**src/design/lfms_pkg.sv**
```systemverilog
// ----------------------------------------------------------------------------
// lfms_pkg
// Types, mode codes, register indexes and reset values shared by the line
// follower mode sequencer.
// ----------------------------------------------------------------------------
package lfms_pkg;

	typedef enum logic [2:0] {
		MODE_IDLE     = 3'd0,
		MODE_STRAIGHT = 3'd1,
		MODE_TURNING  = 3'd2,
		MODE_SLOW     = 3'd3,
		MODE_STOPPING = 3'd4,
		MODE_STOPPED  = 3'd5
	} mode_t;

	localparam int unsigned CfgIdxW  = 3;
	localparam int unsigned CfgDataW = 8;

	localparam logic [CfgIdxW-1:0] REG_TOP_SPEED  = 3'd0;
	localparam logic [CfgIdxW-1:0] REG_RAMP_STEP  = 3'd1;
	localparam logic [CfgIdxW-1:0] REG_BASE_SPEED = 3'd2;
	localparam logic [CfgIdxW-1:0] REG_SLOW_SPEED = 3'd3;
	localparam logic [CfgIdxW-1:0] REG_LAP_LIMIT  = 3'd4;

	localparam logic [7:0] RST_TOP_SPEED  = 8'd120;
	localparam logic [7:0] RST_RAMP_STEP  = 8'd5;
	localparam logic [7:0] RST_BASE_SPEED = 8'd50;
	localparam logic [7:0] RST_SLOW_SPEED = 8'd25;
	localparam logic [3:0] RST_LAP_LIMIT  = 4'd3;
	localparam logic [7:0] RST_SPEED      = 8'd50;

	typedef struct packed {
		logic start_pressed;
		logic in_slow_zone;
		logic stop_line_seen;
		logic past_start_marker;
		logic in_curve;
	} sensor_t;

	typedef struct packed {
		logic [2:0] mode;
		logic [7:0] speed;
		logic       red_led;
		logic       green_led;
		logic       slow_signal;
		logic       motors_off;
	} drive_t;

	typedef struct packed {
		logic [7:0] top_speed;
		logic [7:0] ramp_step;
		logic [7:0] base_speed;
		logic [7:0] slow_speed;
		logic [3:0] lap_limit;
	} cfg_t;

	typedef struct packed {
		mode_t      mode;
		logic [7:0] speed;
		logic [3:0] laps_done;
		logic       red_on;
		logic       green_on;
		logic       slow_sig_on;
	} state_t;

endpackage

```
**src/design/lfms_sensor_if.sv**
```systemverilog
// ----------------------------------------------------------------------------
// lfms_sensor_if
// Request channel carrying one tick of button and track flags.
// ----------------------------------------------------------------------------
interface lfms_sensor_if;
	import lfms_pkg::*;

	logic    valid;
	logic    ready;
	sensor_t data;

	modport source (output valid, output data, input ready);
	modport sink (input valid, input data, output ready);

endinterface

```
**src/design/lfms_drive_if.sv**
```systemverilog
// ----------------------------------------------------------------------------
// lfms_drive_if
// Result channel carrying mode, speed, LED and motor states.
// ----------------------------------------------------------------------------
interface lfms_drive_if;
	import lfms_pkg::*;

	logic   valid;
	logic   ready;
	drive_t data;

	modport source (output valid, output data, input ready);
	modport sink (input valid, input data, output ready);

endinterface

```
**src/design/line_follower_mode_sequencer.sv**
```systemverilog
// ----------------------------------------------------------------------------
// line_follower_mode_sequencer
// Drive mode sequencer for a line follower: one tick of flags in, one
// result of mode, speed, LEDs, slow signal and motors-off out.
//
//   channel  | dir | handshake     | payload
//   ---------+-----+---------------+------------------------------------------
//   sensor   | in  | valid/ready   | start, slow zone, stop line, marker, curve
//   drive    | out | valid/ready   | mode, speed, red, green, slow, motors_off
//   cfg      | in  | cfg_we only   | cfg_idx selects register, cfg_data value
//
// From request to result: input register, then the mode step
// into the result register, which also updates the machine state.
// One request per cycle sustained while drive is ready; the state loop holds one register.
// Reset returns config, valid flags and state to power-on values; data registers are not reset.
// A stalled result holds; the input register keeps taking requests while
// the result register is free or being drained.
// ----------------------------------------------------------------------------
module line_follower_mode_sequencer (
	input  logic                                clk,
	input  logic                                arst_n,
	lfms_sensor_if.sink                         sensor,
	lfms_drive_if.source                        drive,
	input  logic                                cfg_we,
	input  logic [lfms_pkg::CfgIdxW-1:0]        cfg_idx,
	input  logic [lfms_pkg::CfgDataW-1:0]       cfg_data
);
	import lfms_pkg::*;

	cfg_t    cfg_q;
	state_t  state_q;
	state_t  state_nxt;
	sensor_t sns_s1;
	logic    vld_s1;
	drive_t  res_s2;
	drive_t  res_nxt;
	logic    vld_s2;
	logic    advance;

	assign advance      = vld_s1 && (!vld_s2 || drive.ready);
	assign sensor.ready = !vld_s1 || advance;
	assign drive.valid  = vld_s2;
	assign drive.data   = res_s2;

	always_ff @(posedge clk or negedge arst_n) begin
		if (!arst_n) begin
			cfg_q.top_speed  <= RST_TOP_SPEED;
			cfg_q.ramp_step  <= RST_RAMP_STEP;
			cfg_q.base_speed <= RST_BASE_SPEED;
			cfg_q.slow_speed <= RST_SLOW_SPEED;
			cfg_q.lap_limit  <= RST_LAP_LIMIT;
		end else if (cfg_we) begin
			case (cfg_idx)
				REG_TOP_SPEED:  cfg_q.top_speed  <= cfg_data;
				REG_RAMP_STEP:  cfg_q.ramp_step  <= cfg_data;
				REG_BASE_SPEED: cfg_q.base_speed <= cfg_data;
				REG_SLOW_SPEED: cfg_q.slow_speed <= cfg_data;
				REG_LAP_LIMIT:  cfg_q.lap_limit  <= cfg_data[3:0];
				default: ;
			endcase
		end
	end

	lfms_step u_step (
		.cfg (cfg_q),
		.cur (state_q),
		.sns (sns_s1),
		.nxt (state_nxt),
		.res (res_nxt)
	);

	always_ff @(posedge clk or negedge arst_n) begin
		if (!arst_n) begin
			vld_s1              <= 1'b0;
			vld_s2              <= 1'b0;
			state_q.mode        <= MODE_IDLE;
			state_q.speed       <= RST_SPEED;
			state_q.laps_done   <= 4'd0;
			state_q.red_on      <= 1'b0;
			state_q.green_on    <= 1'b0;
			state_q.slow_sig_on <= 1'b0;
		end else begin
			if (sensor.ready) begin
				vld_s1 <= sensor.valid;
			end
			if (advance) begin
				vld_s2  <= 1'b1;
				state_q <= state_nxt;
			end else if (drive.ready) begin
				vld_s2 <= 1'b0;
			end
		end
	end

	always_ff @(posedge clk) begin
		if (sensor.valid && sensor.ready) begin
			sns_s1 <= sensor.data;
		end
		if (advance) begin
			res_s2 <= res_nxt;
		end
	end

	a_advance_fills: assert property (@(posedge clk) disable iff (!arst_n)
		advance |=> vld_s2)
		else $error("result register not filled after step");

	a_no_overwrite: assert property (@(posedge clk) disable iff (!arst_n)
		(sensor.valid && sensor.ready && vld_s1) |-> advance)
		else $error("input register overwritten before step");

	a_motors_off: assert property (@(posedge clk) disable iff (!arst_n)
		(advance && state_q.mode == MODE_STOPPED) |=> drive.data.motors_off)
		else $error("stopped step did not flag motors off");

	a_stopped_speed: assert property (@(posedge clk) disable iff (!arst_n)
		(vld_s2 && res_s2.mode == MODE_STOPPED) |-> (res_s2.speed == 8'd0))
		else $error("stopped mode with nonzero speed");

endmodule

```
**src/design/lfms_step.sv**
```systemverilog
// ----------------------------------------------------------------------------
// lfms_step
// One step of the drive mode machine: next state and result from the current
// state, the registers and one tick of flags.
// ----------------------------------------------------------------------------
module lfms_step (
	input  lfms_pkg::cfg_t    cfg,
	input  lfms_pkg::state_t  cur,
	input  lfms_pkg::sensor_t sns,
	output lfms_pkg::state_t  nxt,
	output lfms_pkg::drive_t  res
);
	import lfms_pkg::*;

	logic [8:0] ramp_sum;
	logic [3:0] laps_inc;
	logic       motors_off;

	assign ramp_sum = {1'b0, cur.speed} + {1'b0, cfg.ramp_step};
	assign laps_inc = cur.laps_done + 4'd1;

	always_comb begin
		nxt        = cur;
		motors_off = 1'b0;
		case (cur.mode)
			MODE_STRAIGHT: begin
				nxt.green_on = 1'b1;
				if (ramp_sum > {1'b0, cfg.top_speed}) begin
					nxt.speed = cfg.top_speed;
				end else begin
					nxt.speed = ramp_sum[7:0];
				end
				if (sns.in_curve) begin
					nxt.green_on = 1'b0;
					nxt.mode     = MODE_TURNING;
				end else if (sns.stop_line_seen && !sns.past_start_marker) begin
					nxt.green_on = 1'b0;
					nxt.mode     = MODE_STOPPING;
				end else if (sns.in_slow_zone) begin
					nxt.green_on = 1'b0;
					nxt.mode     = MODE_SLOW;
				end
			end
			MODE_TURNING: begin
				nxt.speed = cfg.base_speed;
				if (!sns.in_curve) begin
					nxt.mode = MODE_STRAIGHT;
				end
			end
			MODE_SLOW: begin
				if (sns.in_slow_zone) begin
					nxt.slow_sig_on = 1'b1;
					nxt.green_on    = 1'b1;
					nxt.speed       = cfg.slow_speed;
				end else begin
					nxt.slow_sig_on = 1'b0;
					nxt.green_on    = 1'b0;
					nxt.speed       = cfg.base_speed;
					nxt.mode        = MODE_STRAIGHT;
				end
			end
			MODE_STOPPING: begin
				nxt.red_on = 1'b1;
				if (cur.speed < cfg.ramp_step) begin
					nxt.speed = 8'd0;
					nxt.mode  = MODE_STOPPED;
				end else begin
					nxt.speed = cur.speed - cfg.ramp_step;
				end
			end
			MODE_STOPPED: begin
				motors_off = 1'b1;
				if (laps_inc < cfg.lap_limit) begin
					nxt.laps_done = laps_inc;
					nxt.red_on    = 1'b0;
					nxt.speed     = cfg.base_speed;
					nxt.mode      = MODE_STRAIGHT;
				end else begin
					nxt.laps_done = 4'd0;
					nxt.mode      = MODE_IDLE;
				end
			end
			default: begin
				nxt.mode = MODE_IDLE;
				if (sns.start_pressed) begin
					nxt.red_on = 1'b0;
					nxt.speed  = cfg.base_speed;
					nxt.mode   = MODE_STRAIGHT;
				end else begin
					nxt.red_on = 1'b1;
				end
			end
		endcase
	end

	always_comb begin
		res.mode        = nxt.mode;
		res.speed       = nxt.speed;
		res.red_led     = nxt.red_on;
		res.green_led   = nxt.green_on;
		res.slow_signal = nxt.slow_sig_on;
		res.motors_off  = motors_off;
	end

endmodule
```
**src/flat_wrapper.sv**
```systemverilog
// flat-port wrapper written by rule: the top's interface ports become plain ports
module line_follower_mode_sequencer_flat import lfms_pkg::*;
  (clk, arst_n, cfg_we, cfg_idx, cfg_data, sensor_valid, sensor_data, sensor_ready, drive_valid, drive_data, drive_ready);
  lfms_sensor_if sensor_i ();
  lfms_drive_if drive_i ();
  input  logic clk;
  input  logic arst_n;
  input  logic cfg_we;
  input  logic [lfms_pkg::CfgIdxW-1:0] cfg_idx;
  input  logic [lfms_pkg::CfgDataW-1:0] cfg_data;
  input wire logic [$bits(sensor_i.valid)-1:0] sensor_valid;
  input wire logic [$bits(sensor_i.data)-1:0] sensor_data;
  output wire logic [$bits(sensor_i.ready)-1:0] sensor_ready;
  output wire logic [$bits(drive_i.valid)-1:0] drive_valid;
  output wire logic [$bits(drive_i.data)-1:0] drive_data;
  input wire logic [$bits(drive_i.ready)-1:0] drive_ready;
  assign sensor_i.valid = sensor_valid;
  assign sensor_i.data = sensor_data;
  assign sensor_ready = sensor_i.ready;
  assign drive_valid = drive_i.valid;
  assign drive_data = drive_i.data;
  assign drive_i.ready = drive_ready;
  line_follower_mode_sequencer u_core (.clk(clk), .arst_n(arst_n), .sensor(sensor_i), .drive(drive_i), .cfg_we(cfg_we), .cfg_idx(cfg_idx), .cfg_data(cfg_data));
endmodule
```
**config.mk**
```make
export PLATFORM = sky130hd
export DESIGN_NAME = line_follower_mode_sequencer_flat
export DESIGN_NICKNAME = d
export VERILOG_FILES = /design/src/design/lfms_pkg.sv /design/src/design/lfms_sensor_if.sv /design/src/design/lfms_drive_if.sv /design/src/design/line_follower_mode_sequencer.sv /design/src/design/lfms_step.sv /design/src/flat_wrapper.sv
export SDC_FILE = /design/constraint.sdc
export NUM_CORES = 1
export LEC_CHECK = 0
export ABC_AREA = 1
export BUFFER_PORTS_ARGS = -buffer_cell sky130_fd_sc_hd__buf_2
export CAP_MARGIN = 25
export CORE_ASPECT_RATIO = 1.5
export CORE_MARGIN = 3
export CORE_UTILIZATION = 45
export CTS_BUF_LIST = sky130_fd_sc_hd__clkbuf_4 sky130_fd_sc_hd__clkbuf_8 sky130_fd_sc_hd__clkbuf_16
export DETAILED_ROUTE_END_ITERATION = 10
export PLACE_DENSITY = 0.65
export REMOVE_ABC_BUFFERS = 1
export SYNTH_ARGS = -nofsm -noshare
export SYNTH_HDL_FRONTEND = slang
export SYNTH_SLANG_ARGS = --single-unit
```
**constraint.sdc**
```tcl
create_clock -name clk -period 3.1 [get_ports clk]
set_clock_uncertainty 0.15 [all_clocks]
set_input_delay 0.465 -clock clk [delete_from_list [all_inputs] [get_ports clk]]
set_output_delay 0.465 -clock clk [all_outputs]
set_load 0.005 [all_outputs]
```
==> flow_metrics.tcl <==
set metrics [dict create \
    end_kind "flop" \
    slowest_stage "dfstp_2" \
    routed_wl_um 12900 \
    switchingPower_mw 2.79 \
    htree_levels 3 \
    power_density_mw_per_mm2 1090 \
    pwr-share-clk_pct 18.8 \
    ys_seq_area_share_pct 42.3 \
    sw_frac_of_total_pct 43.4 \
    yosys_warnings 0 \
    vias 4173 \
    cp.required_ps 3220 \
    ys_seq_elements 76 \
    clkSinkCount 76 \
    firstDrtPassIters 5 \
    layoutNonFillerInstCount 818 \
    period_share_pct 103 \
    path_class "reg2reg" \
    ys_types 40 \
    max_cap_viol_count 0 \
    max_stage_delay_ps 570 \
    final_core_util_pct 57.6 \
    hold_viol 0 \
    placedCellCount 791 \
    slew_viol_final 0 \
    antenna_found_initial 0 \
    avgSynthCellArea_um2 7.96 \
    cts_buffer_depth 2 \
    fp-row-count 45 \
    cp.arrival_ps 3310 \
    coreArea_mm2 0.0102 \
    grt_setup_unrepaired "yes" \
    dieArea_mm2 0.0119 \
    synth_ff_type "dfrtp_1" \
    power_frac_comb_pct 56.1 \
    hp-class "in2async" \
    routedWlPerCell_um 15.7 \
    path_cells "ha_4 > inv_2 > fa_2 > o21ai_2 > nand2_1 > nand2_1 > xor2_1 > inv_1 > ha_4 > nand2_2 > inv_2 > nand4_1 > nand2_4 > nand2_8 > nand2_2 > nand3_2 > nand2_2 > nand3_2 > nand2_1" \
    peakVddDrop_v 0.000449 \
    outcome "finished with violations" \
    cts_buffers 9 \
    diodes 0 \
    failed_checks "negative setup slack" \
    ant_nets 0 \
    die_h_um 132 \
    syn_area_mm2 0.00478 \
    ios 38 \
    seqPwrFrac_pct 25.1 \
    cts_root_buf "clkbuf_16" \
    synth_cells 601 \
    clkTransAtPathRegs_ps 60 \
    synthToLayoutAreaGrowth_pct 23.3 \
    synth_top_area_share_pct 20.4 \
    clk_latency_ps 330 \
    period_needed_ps 3190 \
    cp-start-kind "flop" \
    chipWidth_um 90.2 \
    synth_edf_count 20 \
    yosysMostFrequentCell "nand2_1" \
    finalSetupViolCount 16 \
    grt_pass1_vias 4111 \
    worstMarginPinSlew_ps 719 \
    grt_overflow 0 \
    max_slew_margin_pct 52.1 \
    finalWorstSetupSlack_ps -90.9 \
    final_net_count 725 \
    io_buffer_count 37 \
    gr-usage-all-layers_pct 22.4 \
    grt_pass1_wl_um 21100 \
    grt_max_degree 30 \
    hold_buffers 0 \
    cp_max_fo 8 \
    drive_gt1_share_pct 26.1 \
    total_power_mw 6.43 \
    synth.area.top_cells "dfrtp_1 (20%), edfxtp_1 (13%), nand2_1 (13%), dfstp_2 (9.3%), ha_1 (7.8%)" \
    leakage_nw 2.91 \
    fmax_mhz 313 \
    gp_congestion 0.932 \
    start_util_pct 46.7 \
    drt_iter0_drc 322 \
    synth_top_area_cell "dfrtp_1" \
    cts_tree "done" \
    p_int_mw 3.64 \
    async_flop_share_pct 73.7 \
    route.detailed.drc 0 \
    hpwl_um 9920 \
    post_drt_via_cell_ratio 5.10 \
    hold-worst-slack_ps 22.7 \
    ys_top_cells_by_count "nand2_1 (160), inv_1 (80), nand3_1 (55)" \
]
-- metrics by stage --
stage / TNS, ps / area [um2] / worst slack [ps]
after global routing: -3860 / 5900 / -277
after CTS: -1190 / 5820 / -93.8
after global placement: -3720 / 5290 / -275
after detailed placement: -5160 / 5290 / -361
final: -1020 / 5900 / -90.9
after floorplan: -122 / 4700 / -15.0
-- cells by family (layout without fill, tap and decap cells) --
logic type                 after synthesis  count (layout)  synth area share, %
adders and majority gates               32              32                 8.68
xor gates and xnor gates                 8               8                 1.46
DFF                                     76              76                 42.3
buffers and inverters                  109             184                 8.97
and+or+nand+nor                        266             267                 23.9
AOI/OAI and AO/OA                      103             103                 13.3
muxes                                    7               7                 1.46
-- cell usage in the layout, fill, tap and decap left out, types with 8 or more instances in the layout --
| cell type | n |
|---|---|
| nor3_1 | 8 |
| dfrtp_1 | 39 |
| a21oi_1 | 10 |
| dfstp_2 | 17 |
| inv_2 | 14 |
| o21ai_1 | 8 |
| nand3_1 | 45 |
| clkbuf_16 | 9 |
| o211ai_1 | 12 |
| inv_1 | 78 |
| nor2_1 | 29 |
| buf_2 | 37 |
| o21ai_0 | 44 |
| buf_4 | 38 |
| ha_1 | 27 |
| nand2_2 | 15 |
| nand2_1 | 145 |
| nand3_2 | 10 |
| edfxtp_1 | 20 |
-- flip-flops by register name, indices dropped and copies added, names as in the netlist --
name                cells
u_core.cfg_q           36
u_core.drive.data      15
u_core.drive.valid      1
u_core.sns_s1           5
u_core.state_q         18
u_core.vld_s1           1
-- power by group through the flow --
| stage | clock (mW) | combinational [mW] | sequential, mW |
|---|---|---|---|
| 3_3_place_gp | 0 | 2.99 | 1.62 |
| 6_report | 1.21 | 3.61 | 1.61 |
| 4_1_cts | 1.23 | 3.39 | 1.61 |
| 5_1_grt | 1.27 | 4.03 | 1.65 |
| 3_5_place_dp | 0 | 3.04 | 1.62 |
| 2_1_floorplan | 0 | 2.04 | 1.59 |
-- final cells by class --
| class | count | area, um2 |
|---|---|---|
| Timing Repair Buffer | 76 | 490 |
| Fill cell | 961 | 4350 |
| Sequential cell | 76 | 2020 |
| Inverter | 92 | 345 |
| Multi-Input combinational cell | 417 | 2520 |
| Clock buffer | 10 | 233 |
| Clock inverter | 6 | 111 |
| Tap cell | 141 | 176 |
-- per-layer routing --
layer | GRT usage [%] | vias up | part of all wire, %
met1 | 27.4 | 1950 | 42
met4 | 9.37 | 0 | 3.6
met2 | 38.8 | 89 | 51
li1 | - | 2109 | -
met5 | 0 | - | 0
met3 | 3.71 | 25 | 3.6
-- final timing paths --
kind	startpoint	depth (start not counted)	slack, ps	to
hold / removal	arst_n	1	20	u_core.state_q[17]
setup reg to reg	u_core.cfg_q[20]	19	-90	u_core.state_q[13]
hold reg to reg	u_core.state_q[1]	2	330	u_core.state_q[1]
setup / recovery	u_core.cfg_q[20]	19	-90	u_core.state_q[13]
min in group clk	sensor_data[1]	1	160	u_core.sns_s1[1]
max in group asynchronous	arst_n	2	2100	u_core.cfg_q[8]
-- worst max-delay path: cells and delay by family (launching register included) --
family / cells / cell delay [ps]
xor+xnor: 1 / 190
simple gates: 11 / 1090
fa+ha+maj: 3 / 760
flops: 1 / 570
buf+inv: 3 / 190
compound gates: 1 / 170
-- repair_timing --
action | 4_1_cts | 5_1_grt
setup buffers | 8 | 2
pin swaps | 9 | 8
gates cloned | 1 | 0
endpoints found under the setup margin | 16 | 16
resized for setup | 29 | 15
Power figures use the tool's default switching activity.
